[src/rtl/nfcd_pkg.sv]
// ----------------------------------------------------------------------------
// nfcd_pkg
// Types and constants shared by the frame deframer modules: parser phases,
// status codes, the parser state record and the result record.
// ----------------------------------------------------------------------------
package nfcd_pkg;

	localparam logic [7:0] BYTE_ZERO   = 8'h00;
	localparam logic [7:0] START_CODE  = 8'hFF;
	localparam logic [8:0] FRAME_EXTRA = 9'd7;

	typedef enum logic [2:0] {
		PH_IDLE = 3'd0,
		PH_PRE  = 3'd1,
		PH_LEN  = 3'd2,
		PH_LCS  = 3'd3,
		PH_DATA = 3'd4,
		PH_DCS  = 3'd5
	} phase_t;

	typedef enum logic [2:0] {
		ST_OK      = 3'd0,
		ST_START   = 3'd1,
		ST_EXHAUST = 3'd2,
		ST_LCS     = 3'd3,
		ST_DCS     = 3'd4
	} status_t;

	typedef struct packed {
		phase_t     phase;
		logic [8:0] bytes_left;
		logic [7:0] payload_left;
		logic [7:0] length_seen;
		logic [7:0] running_sum;
	} parse_state_t;

	typedef struct packed {
		logic       kind;
		logic [7:0] data_byte;
		status_t    status;
		logic [7:0] frame_length;
		logic       last;
	} result_t;

endpackage

[src/rtl/nfcd_parser.sv]
// ----------------------------------------------------------------------------
// nfcd_parser
// Next-state and result logic of the deframer for one received byte.
// Purely combinational; the caller holds the state register.
// ----------------------------------------------------------------------------
module nfcd_parser #(
	parameter int MAX_FRAME_LEN = 255
) (
	input  nfcd_pkg::parse_state_t state,
	input  logic [7:0]             rx_byte,
	input  logic                   start_req,
	input  logic [7:0]             window_len,
	output nfcd_pkg::parse_state_t next_state,
	output logic                   res_valid,
	output nfcd_pkg::result_t      res
);
	import nfcd_pkg::*;

	localparam logic [7:0] MaxLen = 8'(MAX_FRAME_LEN);

	parse_state_t cur;
	logic [7:0]   wl;
	logic         fin;
	logic [7:0]   len_sum;
	logic [7:0]   data_sum;

	always_comb begin
		wl = (window_len > MaxLen) ? MaxLen : window_len;

		cur = state;
		if (start_req) begin
			cur.phase        = PH_PRE;
			cur.bytes_left   = {1'b0, wl} + FRAME_EXTRA;
			cur.payload_left = '0;
			cur.length_seen  = '0;
			cur.running_sum  = '0;
		end

		fin      = (cur.bytes_left <= 9'd1);
		len_sum  = cur.length_seen + rx_byte;
		data_sum = cur.running_sum + rx_byte;

		next_state = cur;
		res_valid  = 1'b0;
		res        = '{kind: 1'b1, data_byte: 8'h00, status: ST_OK,
		               frame_length: 8'h00, last: 1'b1};

		if (cur.phase != PH_IDLE) begin
			if (cur.bytes_left != 9'd0)
				next_state.bytes_left = cur.bytes_left - 9'd1;

			case (cur.phase)
				PH_PRE: begin
					if (rx_byte == BYTE_ZERO) begin
						res_valid  = fin;
						res.status = ST_START;
					end else if (rx_byte != START_CODE) begin
						res_valid  = 1'b1;
						res.status = ST_START;
					end else begin
						next_state.phase = PH_LEN;
						res_valid        = fin;
						res.status       = ST_EXHAUST;
					end
				end
				PH_LEN: begin
					next_state.length_seen = rx_byte;
					next_state.phase       = PH_LCS;
					res_valid              = fin;
					res.status             = ST_EXHAUST;
				end
				PH_LCS: begin
					if (len_sum != 8'h00) begin
						res_valid  = 1'b1;
						res.status = ST_LCS;
					end else begin
						next_state.running_sum  = '0;
						next_state.payload_left = cur.length_seen;
						next_state.phase = (cur.length_seen != 8'h00) ? PH_DATA : PH_DCS;
						res_valid  = fin;
						res.status = ST_EXHAUST;
					end
				end
				PH_DATA: begin
					next_state.running_sum  = data_sum;
					next_state.payload_left = cur.payload_left - 8'd1;
					if (cur.payload_left == 8'd1)
						next_state.phase = PH_DCS;
					res_valid = 1'b1;
					if (fin) begin
						res.status = ST_EXHAUST;
					end else begin
						// payload byte: pass it on as data
						res.kind      = 1'b0;
						res.data_byte = rx_byte;
						res.last      = 1'b0;
					end
				end
				PH_DCS: begin
					res_valid = 1'b1;
					if (data_sum != 8'h00) begin
						res.status = ST_DCS;
					end else begin
						res.status       = ST_OK;
						res.frame_length = cur.length_seen;
					end
				end
				default: begin
					next_state.phase = PH_IDLE;
				end
			endcase

			// any status closes the window
			if (res_valid && res.kind)
				next_state.phase = PH_IDLE;
		end
	end

endmodule

[src/rtl/nfc_frame_deframer.sv]
// ----------------------------------------------------------------------------
// nfc_frame_deframer
// Host-side deframer for one read window of a start code / LEN / LCS /
// payload / DCS frame, one received byte per transaction.
// ----------------------------------------------------------------------------
// Each byte is taken into an input register, parsed combinationally and its
// result, if any, placed in an output register, so a byte is accepted in
// every cycle while the output side keeps up. A byte with start_req opens a
// window of min(window_len, MAX_FRAME_LEN) + 7 bytes and is itself parsed as
// the first byte. Payload bytes come out with kind 0, except one on the last
// position of the window; the window closes with one status result (kind 1,
// last 1). Bytes outside a window give no result, and a new start_req drops
// an open window without a status.
module nfc_frame_deframer #(
	parameter int MAX_FRAME_LEN = 255
) (
	input  logic       clk,
	input  logic       arst_n,
	input  logic       in_valid,
	output logic       in_stall,
	input  logic [7:0] rx_byte,
	input  logic       start_req,
	input  logic [7:0] window_len,
	output logic       out_valid,
	input  logic       out_stall,
	output logic       kind,
	output logic [7:0] data_byte,
	output logic [2:0] status,
	output logic [7:0] frame_length,
	output logic       last
);
	import nfcd_pkg::*;

	logic         valid_s1;
	logic [7:0]   rx_byte_s1;
	logic         start_req_s1;
	logic [7:0]   window_len_s1;
	parse_state_t state_q;
	parse_state_t next_state;
	logic         res_valid;
	result_t      res;
	logic         out_valid_q;
	result_t      res_q;
	logic         out_free;
	logic         go_s1;

	nfcd_parser #(
		.MAX_FRAME_LEN(MAX_FRAME_LEN)
	) u_parser (
		.state     (state_q),
		.rx_byte   (rx_byte_s1),
		.start_req (start_req_s1),
		.window_len(window_len_s1),
		.next_state(next_state),
		.res_valid (res_valid),
		.res       (res)
	);

	assign out_free = !out_valid_q || !out_stall;
	assign go_s1    = valid_s1 && out_free;
	assign in_stall = valid_s1 && !out_free;

	// input register: hold while the parsed byte cannot advance
	always_ff @(posedge clk or negedge arst_n) begin
		if (!arst_n) begin
			valid_s1 <= 1'b0;
		end else if (!in_stall) begin
			valid_s1 <= in_valid;
		end
	end

	always_ff @(posedge clk) begin
		if (!in_stall && in_valid) begin
			rx_byte_s1    <= rx_byte;
			start_req_s1  <= start_req;
			window_len_s1 <= window_len;
		end
	end

	always_ff @(posedge clk or negedge arst_n) begin
		if (!arst_n) begin
			state_q <= '{phase: PH_IDLE, bytes_left: '0, payload_left: '0,
			             length_seen: '0, running_sum: '0};
		end else if (go_s1) begin
			state_q <= next_state;
		end
	end

	// output register: load a new result or drop the one taken
	always_ff @(posedge clk or negedge arst_n) begin
		if (!arst_n) begin
			out_valid_q <= 1'b0;
		end else if (out_free) begin
			out_valid_q <= go_s1 && res_valid;
		end
	end

	always_ff @(posedge clk) begin
		if (go_s1 && res_valid)
			res_q <= res;
	end

	assign out_valid    = out_valid_q;
	assign kind         = res_q.kind;
	assign data_byte    = res_q.data_byte;
	assign status       = res_q.status;
	assign frame_length = res_q.frame_length;
	assign last         = res_q.last;

endmodule

[config.mk]
export PLATFORM = sky130hd
export DESIGN_NAME = nfc_frame_deframer
export DESIGN_NICKNAME = d
export VERILOG_FILES = /design/src/rtl/nfcd_pkg.sv /design/src/rtl/nfcd_parser.sv /design/src/rtl/nfc_frame_deframer.sv
export SDC_FILE = /design/constraint.sdc
export NUM_CORES = 1
export LEC_CHECK = 0
export BUFFER_PORTS_ARGS = -buffer_cell sky130_fd_sc_hd__buf_2
export CAP_MARGIN = 25
export CORE_MARGIN = 2
export CORE_UTILIZATION = 30
export CTS_CLUSTER_SIZE = 20
export DETAILED_ROUTE_END_ITERATION = 7
export RECOVER_POWER = 100
export REMOVE_ABC_BUFFERS = 1
export SLEW_MARGIN = 25
export SYNTH_ARGS = -nofsm -noshare
export SYNTH_HDL_FRONTEND = slang
export SYNTH_SLANG_ARGS = --single-unit
[constraint.sdc]
create_clock -name clk -period 4.7 [get_ports clk]
set_clock_uncertainty 0.15 [all_clocks]
set_input_delay 0.235 -clock clk [delete_from_list [all_inputs] [get_ports clk]]
set_output_delay 0.235 -clock clk [all_outputs]
set_load 0.05 [all_outputs]
# --- Yosys cells after proc, flatten, opt, wreduce, memory -nomap -nowiden ---
# Index checks and enable logic that the tools add are counted.
word_totals:
  regBits: 76
  inputBits: 21
  out_inout_bits: 23
  wordCells: 82
classes:
  addsub: 5
  order_cmp: 2
  eq_ne: 7
  muxes: 32
  n_bitwise: 2
  reduce_logical: 19
ops:
  columns: ["cell", "count"]
  rows:
  - ["2-to-1 mux 36 bit", 2]
  - ["2-to-1 mux 9 bit", 4]
  - ["2-to-1 mux 8 bit", 4]
  - ["one-hot mux 8 bit (2 select lines)", 2]
  - ["one-hot mux 3 bit (5 select lines)", 2]
  - ["nonzero test 8 bit", 3]
  - ["2-to-1 mux 3 bit", 6]
  - ["adder 8 bit", 2]
  - ["adder 8 x 3 -> 9 bit (second input constant)", 1]
  - ["<= comparator 9 x 1 -> 1 bit (second input constant)", 1]
  - ["nonzero test 9 bit", 1]
  - ["subtractor 9 x 1 -> 9 bit (second input constant)", 1]
  - ["equality test 8 x 1 -> 1 bit (second input constant)", 1]
  - ["> comparator 8 bit (second input constant)", 1]
  - ["zero test 8 bit", 1]
  - ["2-to-1 mux 1 bit", 8]
  - ["inequality test 8 bit (second input constant)", 1]
  - ["subtractor 8 x 1 -> 8 bit (second input constant)", 1]
  - ["equality test 3 x 2 -> 1 bit (second input constant)", 2]
  - ["equality test 3 bit (second input constant)", 2]
  - ["2-to-1 mux 2 bit", 3]
  - ["logical AND 1 bit", 5]
  - ["zero test 1 bit", 4]
  - ["one-hot mux 1 bit (4 select lines)", 1]
  - ["other kinds (7)", 8]

# --- Logic depth before layout (Yosys ltp) ---
# Gate-level depths: netlist of run 1.
depth:
  depth_word: 12
  ltp_mapped: 16
  mapped_depth_nobuf: 13

# --- By module ---
# From an unflattened synthesis of run 1, not the netlist that was laid out.
unflattened:
  cells_unflattened: 469
  hier_area_um2: 5056.1
modules_own_cells:
  columns: ["module", "n_inst", "cells_per_inst", "area_each_um2", "seq_area_each_um2"]
  rows:
  - ["nfc_frame_deframer", 1, 125, 2730.1, 2092.0]
  - ["nfcd_parser", 1, 344, 2326.0, 0.0]

# --- Least setup slack after synthesis of run 1 ---
# No wires, ideal clock.
synth_path:
  kind: "register to register"
  startpoint: "register start_req_s1"
  endpoint: "register res_q, in the netlist data_byte[0], enable pin"
  setup_time_ns: 0.399
  arrival_time_ns: 4.412
  required_time_ns: 4.151
  path_slack_ns: -0.261
  path_stages_with_launch: 15
  n_path_buf: 5
  synth_period_minus_slack_ns: 4.961
  path_cell_list: "edfxtp_1 > clkbuf_1 > clkbuf_1 > clkbuf_1 > buf_1 > clkbuf_1 > nor2_1 > ha_1 > and2_1 > a221o_1 > o211a_1 > or3_1 > a21oi_1 > nor4_1 > nor2_1"
synth_rtl:
  columns: ["element", "line_no", "text"]
  rows:
  - ["start, declared", "nfc_frame_deframer.sv:36", "logic start_req_s1;"]
  - ["start signal, assigned", "nfc_frame_deframer.sv:75", "start_req_s1 <= start_req;"]
  - ["end signal, assigned", "nfc_frame_deframer.sv:100", "res_q <= res;"]
  - ["end, declared", "nfc_frame_deframer.sv:43", "result_t res_q;"]

# --- Worst setup path after layout of run 1 ---
layout_path:
  startpoint: "register start_req_s1"
  endpoint: "register res_q, in the netlist data_byte[6], enable pin"
layout_between:
  elab_chain_len: 8
  word_cells_on_any_way: 18
  classes_between: "add/sub: 1; order compare: 1; eq/ne: 5; mux: 7; reduce/logical: 4"
layout_lines:
  columns: ["element", "line_no", "text"]
  rows:
  - ["2-to-1 mux 36 bit *", "nfcd_parser.sv:31", "if (start_req) begin"]
  - ["adder 8 bit / <= comparator 9 x 1 -> 1 bit (equally long branches)", "nfcd_parser.sv:40, nfcd_parser.sv:39", null]
  - ["nonzero test 8 bit / 2-to-1 mux 1 bit (equally long branches)", "nfcd_parser.sv:73, nfcd_parser.sv:57", null]
  - ["2-to-1 mux 1 bit, on equally long branches", "nfcd_parser.sv:73, nfcd_parser.sv:54", null]
  - ["one-hot mux 1 bit (4 select lines)", "nfcd_parser.sv:52", "case (cur.phase)"]
  - ["2-to-1 mux 1 bit", "nfcd_parser.sv:48", "if (cur.phase != PH_IDLE) begin"]
  - ["2-to-1 mux 1 bit *", "nfcd_parser.sv:48", null]
  - ["logical AND 1 bit *", "nfc_frame_deframer.sv:99", "if (go_s1 && res_valid)"]
# Mark *: on every way between the ends. The rest lies on a longest branch, timed or not. The select of a mux whose other input is x is not followed.
# A chain may end at the register's enable or synchronous reset.

==> flow_metrics.env, run 1 <==
export IMPL_outcome="finished, violations left"
export IMPL_violations="capacitance limit, slew limit"
export IMPL_num_rows=46
export IMPL_p_sw_mw=0.8356
export IMPL_ant_nets=0
export IMPL_grt_pass1_vias=4199
export IMPL_design_power_total_mw=2.318
export IMPL_hold_depth=3
export IMPL_critPathSlowestCell="clkbuf_1"
export IMPL_synthArstFlopShare_pct=50.00
export IMPL_finalSetupTns_ps=0
export IMPL_post_cts_buffers=0
export IMPL_hpwl_um=9212
export IMPL_drt_iter0_markers=319
export IMPL_worstMarginPinSlew_ps=2253
export IMPL_cts_resized_gates=0
export IMPL_p_per_area_nw_per_um2=412.9
export IMPL_ff2ff_path_depth=6
export IMPL_synthTopCellsByArea="edfxtp_1, dfrtp_1, ha_1"
export IMPL_yosysWarnings=0
export IMPL_synth_edf_count=38
export IMPL_grt_pass1_wl_um=21420
export IMPL_crit_arrival_ps=4040
export IMPL_grt_max_degree=55
export IMPL_power_leakage_nw=2.210
export IMPL_cts_sinks=76
export IMPL_min_from="out_stall"
export IMPL_critical_path_top_delay_family="simple AND/OR/NAND/NOR gates"
export IMPL_fp_dieH_um=130.1
export IMPL_clk_path_buf_depth=2
export IMPL_pwr_share_seq_pct=41.4
export IMPL_timing_rr_end="data_byte[6]$_SDFFCE_PP0P_"
export IMPL_crit_chain="inv_1 -> clkbuf_1 -> nand3_1 -> a21oi_1 -> nor4_1 -> nor2_4"
export IMPL_end_kind="register"
export IMPL_worstHoldEndpoint="valid_s1$_DFFE_PN0N_"
export IMPL_vdd_drop_max_v=0.0002121
export IMPL_relSlewSlack_pct=-50.23
export IMPL_layout_drive_gt1_share_pct=7.639
export IMPL_layout_setup_ws_ps=478.0
export IMPL_synth_top_area_cell="edfxtp_1"
export IMPL_fp_coreArea_um2=15710
export IMPL_critPathKind="register to register"
export IMPL_final_hold_viol_count=0
export IMPL_swShare_pct=36.04
export IMPL_io_buffer_count=43
export IMPL_r2r_slack_ps=480
export IMPL_critPathLaunchType="register"
export IMPL_comb_power_share_pct=31.6
export IMPL_dp_cells=757
export IMPL_cp_required_ps=4520
export IMPL_synth_avg_cell_area_um2=9.195
export IMPL_avgRoutedWirePerCell_um=16.48
export IMPL_yosys_most_used_dff="edfxtp_1"
export IMPL_power_internal_mw=1.483
export IMPL_hold_class="input port to register"
export IMPL_dpl_worst_slack_ps=669.6
export IMPL_place_congestion=0.8974
export IMPL_antenna_found_initial=0
export IMPL_drtPass1Iterations=6
export IMPL_grt_overflow=0
export IMPL_path_buf_inv=2
export IMPL_fin_crit_ps=4222
export IMPL_finalNonFillerCells=792
export IMPL_worstReg2RegStart="start_req_s1$_DFFE_PP_"
export IMPL_n_fill_cell=1617
export IMPL_rsz0062_at_grt="no"
export IMPL_die_w_um=130.1
export IMPL_synth_top_area_share_pct=23.91
export IMPL_path_clk_slew_ps=60
export IMPL_slew_violations=39
export IMPL_syn_area_um2=4772
export IMPL_cap_viol_max_count=1
export IMPL_routed_via_density=5.389
export IMPL_synth_cells=519
export IMPL_num_antenna_cells=0
export IMPL_max_stage_delay_ps=770
export IMPL_routed_wl_um=13050
export IMPL_fin_nets=614
export IMPL_max_freq_mhz=236.9
export IMPL_finalCritPeriodShare_pct=89.83
export IMPL_cts_max_level=3
export IMPL_cts_tree="built"
export IMPL_drc_errors=0
export IMPL_clk_latency_ps=340
export IMPL_hold_ws_ps=58.31
export IMPL_cts_root_buf="clkbuf_16"
export IMPL_area_growth_pct=17.67
export IMPL_synth_distinct_cells=66
export IMPL_vias=4268
export IMPL_ios=44
export IMPL_synth_seq_cells=76
export IMPL_grtUsageTotal_pct=16.25
export IMPL_synth_seq_area_share_pct=43.84
export IMPL_worst_path_max_fanout=21
export IMPL_clockPowerShare_pct=27.0
export IMPL_cts_buffers=9
export IMPL_setup_viol=0
export IMPL_die_area_um2=16930
export IMPL_start_util_pct=30.37
==> worst reg2reg max path: stages (launching register included) <==
cell	delay, ps
edfxtp_1	630
inv_1	390
clkbuf_1	780
nand3_1	730
a21oi_1	470
nor4_1	160
nor2_4	540
==> registers in the layout, summed over array words and instances (netlist names) <==
register       cells
state_q           36
data_byte          8
frame_length       8
rx_byte_s1         8
window_len_s1      8
status             3
kind               1
last               1
out_valid          1
start_req_s1       1
valid_s1           1
==> what timing repair did <==
| item | 4_1_cts | 5_1_grt |
|---|---|---|
| endpoints found under the setup margin | 0 | 0 |
| hold endpoints to repair | 56 | 0 |
| hold buffers | 19 | 0 |
==> layout by cell type, fill, tap and decap left out, types with 4 or more instances in the layout <==
master,netlist,layout
xnor2_1,10,10
o211ai_1,5,5
nor3_1,17,17
nand2_1,55,55
buf_2,1,17
edfxtp_1,38,38
clkbuf_1,21,29
a21o_1,6,6
a22oi_1,11,11
nor4_1,7,7
nor2_1,33,32
or4_1,4,4
and2_0,0,8
nor2b_1,11,11
or3_1,9,9
nor4b_1,7,7
a21oi_1,28,28
dlygate4sd3_1,0,19
and2_1,13,5
and3_1,4,4
o31ai_1,5,5
dfrtp_1,38,38
ha_1,20,20
o21ai_0,46,48
a31oi_1,10,10
xor2_1,7,7
nand3_1,13,13
clkbuf_16,0,9
inv_1,31,31
o22ai_1,5,5
==> layer usage <==
layer	vias up	part of all wire, %	global-route usage (%)
li1	2013	-	-
met1	2034	45	21.08
met2	187	46	27.19
met3	34	6.5	3.198
met4	0	2.2	5.440
met5	-	0	0
==> synthesized netlist by cell type (4+ instances only) <==
cell type / number
and3_1: 4
nand2_1: 55
a21o_1: 6
dfrtp_1: 38
ha_1: 20
nor2_1: 33
o21ai_0: 46
nor4b_1: 7
o31ai_1: 5
nor2b_1: 11
or4_1: 4
o22ai_1: 5
nand3_1: 13
nor4_1: 7
a21oi_1: 28
and2_1: 13
xnor2_1: 10
edfxtp_1: 38
clkbuf_1: 21
o211ai_1: 5
inv_1: 31
a31oi_1: 10
xor2_1: 7
nor3_1: 17
a22oi_1: 11
or3_1: 9
==> metrics by stage <==
step	util, %	instance area (um2)
2_1_floorplan	-	4681
3_3_place_gp	33.04	5191
3_5_place_dp	33.07	5196
4_1_cts	35.96	5650
5_1_grt	35.74	5615
6_report	35.74	5615
==> power by group through the flow <==
stage               Sequential (mW)  Combinational, mW  Clock [mW]
finish                        0.961              0.733       0.625
floorplan                     0.994              0.493           0
detailed placement            0.967              0.721           0
global placement              0.966              0.706           0
global route                  0.980              0.822       0.668
CTS                           0.956              0.738       0.640
==> cells by family (layout without fill, tap and decap cells) <==
logic type	after synthesis	in the layout	share of synthesized area [%]
AO/OA/AOI/OAI	152	152	20.66
flip-flops	76	76	43.84
adder cells (fa/ha/maj)	22	22	6.083
multiplexers	4	4	0.8914
XOR/XNOR	17	17	3.120
AND/OR/NAND/NOR	193	193	21.05
buffers and inverters	55	112	4.352
==> worst max-delay path by stage <==
stage | start | to | slack, ps | depth (start not counted)
6_report | start_req_s1$_DFFE_PP_ | data_byte[6]$_SDFFCE_PP0P_ | 480 | 6
4_1_cts | start_req_s1$_DFFE_PP_ | state_q[16]$_DFFE_PN0P_ | 660 | 10
3_3_place_gp | start_req_s1$_DFFE_PP_ | kind$_SDFFCE_PP1P_ | 470 | 9
2_1_floorplan | start_req_s1$_DFFE_PP_ | data_byte[0]$_SDFFCE_PP0P_ | 260 | 9
3_5_place_dp | start_req_s1$_DFFE_PP_ | state_q[16]$_DFFE_PN0P_ | 670 | 9
5_1_grt | start_req_s1$_DFFE_PP_ | frame_length[5]$_SDFFCE_PP0P_ | 180 | 9
==> layout make-up <==
type / instances / area [um2] / share of cell area, %
clock buffer: 13 / 250.2 / 4.456
clock inverter: 3 / 13.76 / 0.2451
inverter: 31 / 116.4 / 2.072
multi-input combinational: 388 / 2480 / 44.16
sequential: 76 / 2092 / 37.25
tap: 216 / 270.3 / 4.813
timing repair buffer: 65 / 392.9 / 6.996
(Power assumes the default switching activity.)
==> run 2, diff against run 1 <==
--- a/config.mk
+++ b/config.mk
@@ -11,7 +11,6 @@
 export CORE_UTILIZATION = 30
 export CTS_CLUSTER_SIZE = 20
 export DETAILED_ROUTE_END_ITERATION = 7
-export RECOVER_POWER = 100
 export REMOVE_ABC_BUFFERS = 1
 export SLEW_MARGIN = 25
 export SYNTH_ARGS = -nofsm -noshare
==> flow_metrics.env, run 2 (synthesized netlist as in run 1, its figures left out) <==
export IMPL_outcome="complete, no violations"
export IMPL_grt_overflow=0
export IMPL_max_freq_mhz=247.6
export IMPL_routed_via_density=5.356
export IMPL_clockPowerShare_pct=26.9
export IMPL_cts_tree="built"
export IMPL_clk_path_buf_depth=2
export IMPL_final_cell_mix="nand2_1, o21ai_0, buf_2, edfxtp_1, dfrtp_1"
export IMPL_vias=4242
export IMPL_layout_drive_gt1_share_pct=12.33
export IMPL_end_kind="register"
export IMPL_p_per_area_nw_per_um2=411.0
export IMPL_cts_max_level=3
export IMPL_largest_register="state_q"
export IMPL_fp_coreArea_um2=15710
export IMPL_pwr_share_seq_pct=41.3
export IMPL_num_rows=46
export IMPL_ios=44
export IMPL_post_cts_buffers=0
export IMPL_slew_violations=0
export IMPL_finalSetupTns_ps=0
export IMPL_drc_errors=0
export IMPL_area_growth_pct=18.46
export IMPL_setup_viol=0
export IMPL_num_antenna_cells=0
export IMPL_worstMarginPinSlew_ps=858.9
export IMPL_comb_power_share_pct=31.8
export IMPL_grtUsageTotal_pct=16.25
export IMPL_antenna_found_initial=0
export IMPL_avgRoutedWirePerCell_um=16.40
export IMPL_p_sw_mw=0.8340
export IMPL_ff2ff_path_depth=11
export IMPL_relSlewSlack_pct=42.49
export IMPL_io_buffer_count=43
export IMPL_cap_viol_max_count=0
export IMPL_die_w_um=130.1
export IMPL_largest_reg_flops=36
export IMPL_grt_max_degree=55
export IMPL_swShare_pct=35.89
export IMPL_finalNonFillerCells=792
export IMPL_fin_crit_ps=4039
export IMPL_layout_setup_ws_ps=660.9
export IMPL_dp_cells=757
export IMPL_power_leakage_nw=2.292
export IMPL_rsz0062_at_grt="no"
export IMPL_dpl_worst_slack_ps=669.6
export IMPL_hpwl_um=9212
export IMPL_die_area_um2=16930
export IMPL_layout_commonest_cell="nand2_1"
export IMPL_drt_iter0_markers=286
export IMPL_cp_required_ps=4600
export IMPL_cts_root_buf="clkbuf_16"
export IMPL_ant_nets=0
export IMPL_hold_depth=3
export IMPL_place_congestion=0.8974
export IMPL_drtPass1Iterations=5
export IMPL_worst_path_max_fanout=20
export IMPL_power_internal_mw=1.490
export IMPL_path_clk_slew_ps=60
export IMPL_fp_dieH_um=130.1
export IMPL_routed_wl_um=12990
export IMPL_cts_buffers=9
export IMPL_clk_latency_ps=340
export IMPL_grt_pass1_vias=4199
export IMPL_finalCritPeriodShare_pct=85.94
export IMPL_vdd_drop_max_v=0.0002128
export IMPL_fin_nets=614
export IMPL_cts_sinks=76
export IMPL_critPathKind="register to register"
export IMPL_grt_pass1_wl_um=21420
export IMPL_critPathLaunchType="register"
export IMPL_hold_class="input port to register"
export IMPL_final_hold_viol_count=0
export IMPL_start_util_pct=30.37
export IMPL_crit_arrival_ps=3940
run 2: cell types whose count changed in the layout (fill, tap and decap cells not counted), sizes merged:
cell	change
clkbuf	-27
buf	+27
run 2: power by group through the flow:
stage / clock, mW / sequential (mW) / combinational [mW]
3_3_place_gp: 0 / 0.966 / 0.706
6_report: 0.626 / 0.960 / 0.738
2_1_floorplan: 0 / 0.994 / 0.493
4_1_cts: 0.640 / 0.956 / 0.738
3_5_place_dp: 0 / 0.967 / 0.721
5_1_grt: 0.668 / 0.979 / 0.830
run 2: cell type report:
cell class / instances / area (um2)
clock buffer: 13 / 250.2
timing repair buffer: 65 / 430.4
tap: 216 / 270.3
fill: 1596 / 10060
inverter: 31 / 116.4
sequential: 76 / 2092
multi-input combinational: 388 / 2480
clock inverter: 3 / 13.76
run 2: final timing paths:
check	slack (ps)	startpoint	end
hold / removal	50	out_stall	valid_s1$_DFFE_PN0N_
setup / recovery	660	start_req_s1$_DFFE_PP_	frame_length[7]$_SDFFCE_PP0P_
hold reg to reg	330	state_q[31]$_DFFE_PN0P_	state_q[31]$_DFFE_PN0P_
max in group asynchronous	3750	arst_n	out_valid$_DFFE_PN0N_
setup reg to reg	660	start_req_s1$_DFFE_PP_	frame_length[7]$_SDFFCE_PP0P_
min in group asynchronous	290	arst_n	state_q[16]$_DFFE_PN0P_
run 2: stage by stage:
step	power [mW]	utilization, %	hold slack, ps	cell area, um2
finish	2.324	35.98	54.60	5653
global route	2.477	35.98	104.0	5653
CTS	2.334	35.96	59.80	5650
detailed placement	1.688	33.07	263.1	5196
global placement	1.671	33.04	262.0	5191
floorplan	1.487	-	-210.6	4681
run 2: repair_timing:
item	in CTS	in global routing
hold endpoints to repair	56	0
hold buffers	19	0
resized for setup	0	0
run 2: metal layers:
| metal | vias up | track usage (%) | share of wire, % |
|---|---|---|---|
| met5 | - | 0 | 0 |
| met4 | 0 | 5.440 | 1.9 |
| met3 | 25 | 3.198 | 6.7 |
| met2 | 168 | 27.19 | 47 |
| met1 | 2038 | 21.08 | 45 |
| li1 | 2011 | - | - |
run 2: critical path, cell delays in order, from the launching register on:
cell and delay [ps]:
edfxtp_1 710, inv_1 340, nand2_1 210, inv_1 60, ha_1 260, a21o_1 180, a21oi_1 210, o21ai_0 160
a2111o_1 450, and3_1 190, o211ai_1 690, nor4b_1 140
==> run 3, diff against run 2 <==
--- a/config.mk
+++ b/config.mk
@@ -11,8 +11,8 @@
 export CORE_UTILIZATION = 30
 export CTS_CLUSTER_SIZE = 20
 export DETAILED_ROUTE_END_ITERATION = 7
+export MAX_ROUTING_LAYER = met4
 export REMOVE_ABC_BUFFERS = 1
-export SLEW_MARGIN = 25
 export SYNTH_ARGS = -nofsm -noshare
 export SYNTH_HDL_FRONTEND = slang
 export SYNTH_SLANG_ARGS = --single-unit
==> constraint.sdc (replaced) <==
create_clock -name clk -period 5.1 [get_ports clk]
set_clock_uncertainty 0.15 [all_clocks]
set_input_delay 0.255 -clock clk [delete_from_list [all_inputs] [get_ports clk]]
set_output_delay 0.255 -clock clk [all_outputs]
set_load 0.05 [all_outputs]
==> flow_metrics.env, run 3 (synthesized netlist as in run 1, its figures left out) <==
export IMPL_multi_input_area_um2=2475
export IMPL_finalCritPeriodShare_pct=79.33
export IMPL_num_antenna_cells=0
export IMPL_grt_overflow=0
export IMPL_ios=44
export IMPL_regArea_um2=2092
export IMPL_vdd_drop_max_v=0.0002297
export IMPL_routed_wl_um=13300
export IMPL_critPathLaunchType="register"
export IMPL_power_leakage_nw=2.331
export IMPL_place_congestion=0.9013
export IMPL_path_clk_slew_ps=60
export IMPL_comb_power_share_pct=30.6
export IMPL_cts_tree="built"
export IMPL_vias=4204
export IMPL_grtUsageTotal_pct=17.21
export IMPL_cts_buffers=9
export IMPL_grt_busiest_layer="met2"
export IMPL_worst_path_max_fanout=19
export IMPL_cts_max_level=3
export IMPL_use_met3_pct=4.633
export IMPL_end_kind="register"
export IMPL_fin_nets=618
export IMPL_dpl_cell_area_um2=5206
export IMPL_hold_class="input port to register"
export IMPL_grt_met1_usage_pct=21.98
export IMPL_n_fill_cell=1573
export IMPL_dp_cells=759
export IMPL_outcome="complete, no violations"
export IMPL_critPathKind="register to register"
export IMPL_routed_via_density=5.281
export IMPL_largest_register="state_q"
export IMPL_finalNonFillerCells=796
export IMPL_drtPass1Iterations=5
export IMPL_p_per_area_nw_per_um2=392.1
export IMPL_setup_viol=0
export IMPL_fp_dieH_um=130.1
export IMPL_crit_arrival_ps=4070
export IMPL_ant_nets=0
export IMPL_cts_root_buf="clkbuf_16"
export IMPL_pwr_share_seq_pct=39.3
export IMPL_final_hold_viol_count=0
export IMPL_cts_resized_gates=0
export IMPL_final_core_util_pct=36.53
export IMPL_avgRoutedWirePerCell_um=16.71
export IMPL_hpwl_um=9218
export IMPL_use_met2_pct=26.86
export IMPL_cts_sinks=76
export IMPL_io_buffer_count=43
export IMPL_post_cts_buffers=0
export IMPL_area_growth_pct=20.29
export IMPL_layout_commonest_cell="nand2_1"
export IMPL_start_util_pct=30.37
export IMPL_cts_hold_buf=19
export IMPL_clk_latency_ps=340
export IMPL_fp_coreArea_um2=15710
export IMPL_power_internal_mw=1.463
export IMPL_antenna_found_initial=0
export IMPL_design_area_um2=5741
export IMPL_max_freq_mhz=247.2
export IMPL_fin_crit_ps=4046
export IMPL_swShare_pct=35.00
export IMPL_rsz0062_at_grt="no"
export IMPL_num_rows=46
export IMPL_grt_pass1_wl_um=21860
export IMPL_design_power_total_mw=2.251
export IMPL_die_area_um2=16930
export IMPL_finalSetupTns_ps=0
export IMPL_layout_setup_ws_ps=1054
export IMPL_drc_errors=0
export IMPL_clockPowerShare_pct=30.1
export IMPL_grt_pass1_vias=4203
export IMPL_grt_max_degree=55
export IMPL_cp_required_ps=5130
export IMPL_hold_ws_ps=90.05
export IMPL_final_cell_mix="nand2_1, o21ai_0, buf_2, edfxtp_1, dfrtp_1"
export IMPL_dpl_worst_slack_ps=1122
export IMPL_slew_violations=0
export IMPL_p_sw_mw=0.7878
export IMPL_layout_drive_gt1_share_pct=13.10
export IMPL_relSlewSlack_pct=38.38
export IMPL_cap_viol_max_count=0
export IMPL_clk_path_buf_depth=2
export IMPL_worstMarginPinSlew_ps=922.4
export IMPL_largest_reg_flops=36
export IMPL_die_w_um=130.1
export IMPL_drt_iter0_markers=345
run 3: cell count changes in the layout (fill, tap and decap cells not counted), sizes merged:
cell and change:
clkbuf -2, buf +4, clkinv -1, bufinv +2, clkinvlp +1
run 3: worst max-delay path: stages (launching register included):
cell and delay [ps]:
edfxtp_1 590, nor2b_1 460, ha_1 330, a21o_1 190
and3_1 200, or3_1 320, a211oi_2 300, nand4_2 120
buf_4 220, a21boi_1 750, o221ai_1 240
run 3: final timing paths:
kind	start	to	slack, ps	cells past startpoint
setup / recovery	start_req_s1$_DFFE_PP_	state_q[16]$_DFFE_PN0P_	1050	10
hold / removal	out_stall	valid_s1$_DFFE_PN0N_	90	3
setup reg to reg	start_req_s1$_DFFE_PP_	state_q[16]$_DFFE_PN0P_	1050	10
hold reg to reg	state_q[32]$_DFFE_PN0P_	state_q[32]$_DFFE_PN0P_	340	2
max in group asynchronous	arst_n	state_q[24]$_DFFE_PN0P_	4190	3
min in group asynchronous	arst_n	state_q[22]$_DFFE_PN0P_	160	2
run 3: power groups by stage:
stage          logic (mW)  clock network [mW]  registers, mW
5_1_grt             0.776               0.716          0.901
6_report            0.689               0.677          0.885
2_1_floorplan       0.454                   0          0.916
3_5_place_dp        0.665                   0          0.892
3_3_place_gp        0.648                   0          0.890
4_1_cts             0.680               0.687          0.883
run 3: area by class of cell:
| type | instances | share of cell area, % |
|---|---|---|
| multi-input combinational | 388 | 43.11 |
| sequential | 76 | 36.44 |
| timing repair buffer | 69 | 8.326 |
| tap | 216 | 4.708 |
| clock buffer | 11 | 4.054 |
| inverter | 31 | 2.027 |
| clock inverter | 5 | 1.330 |
run 3: layer usage:
layer | wire [um] | vias up
li1 | - | 2024
met1 | 5858 | 2014
met2 | 6300 | 148
met3 | 926 | 18
met4 | 217 | 0
met5 | 0 | -
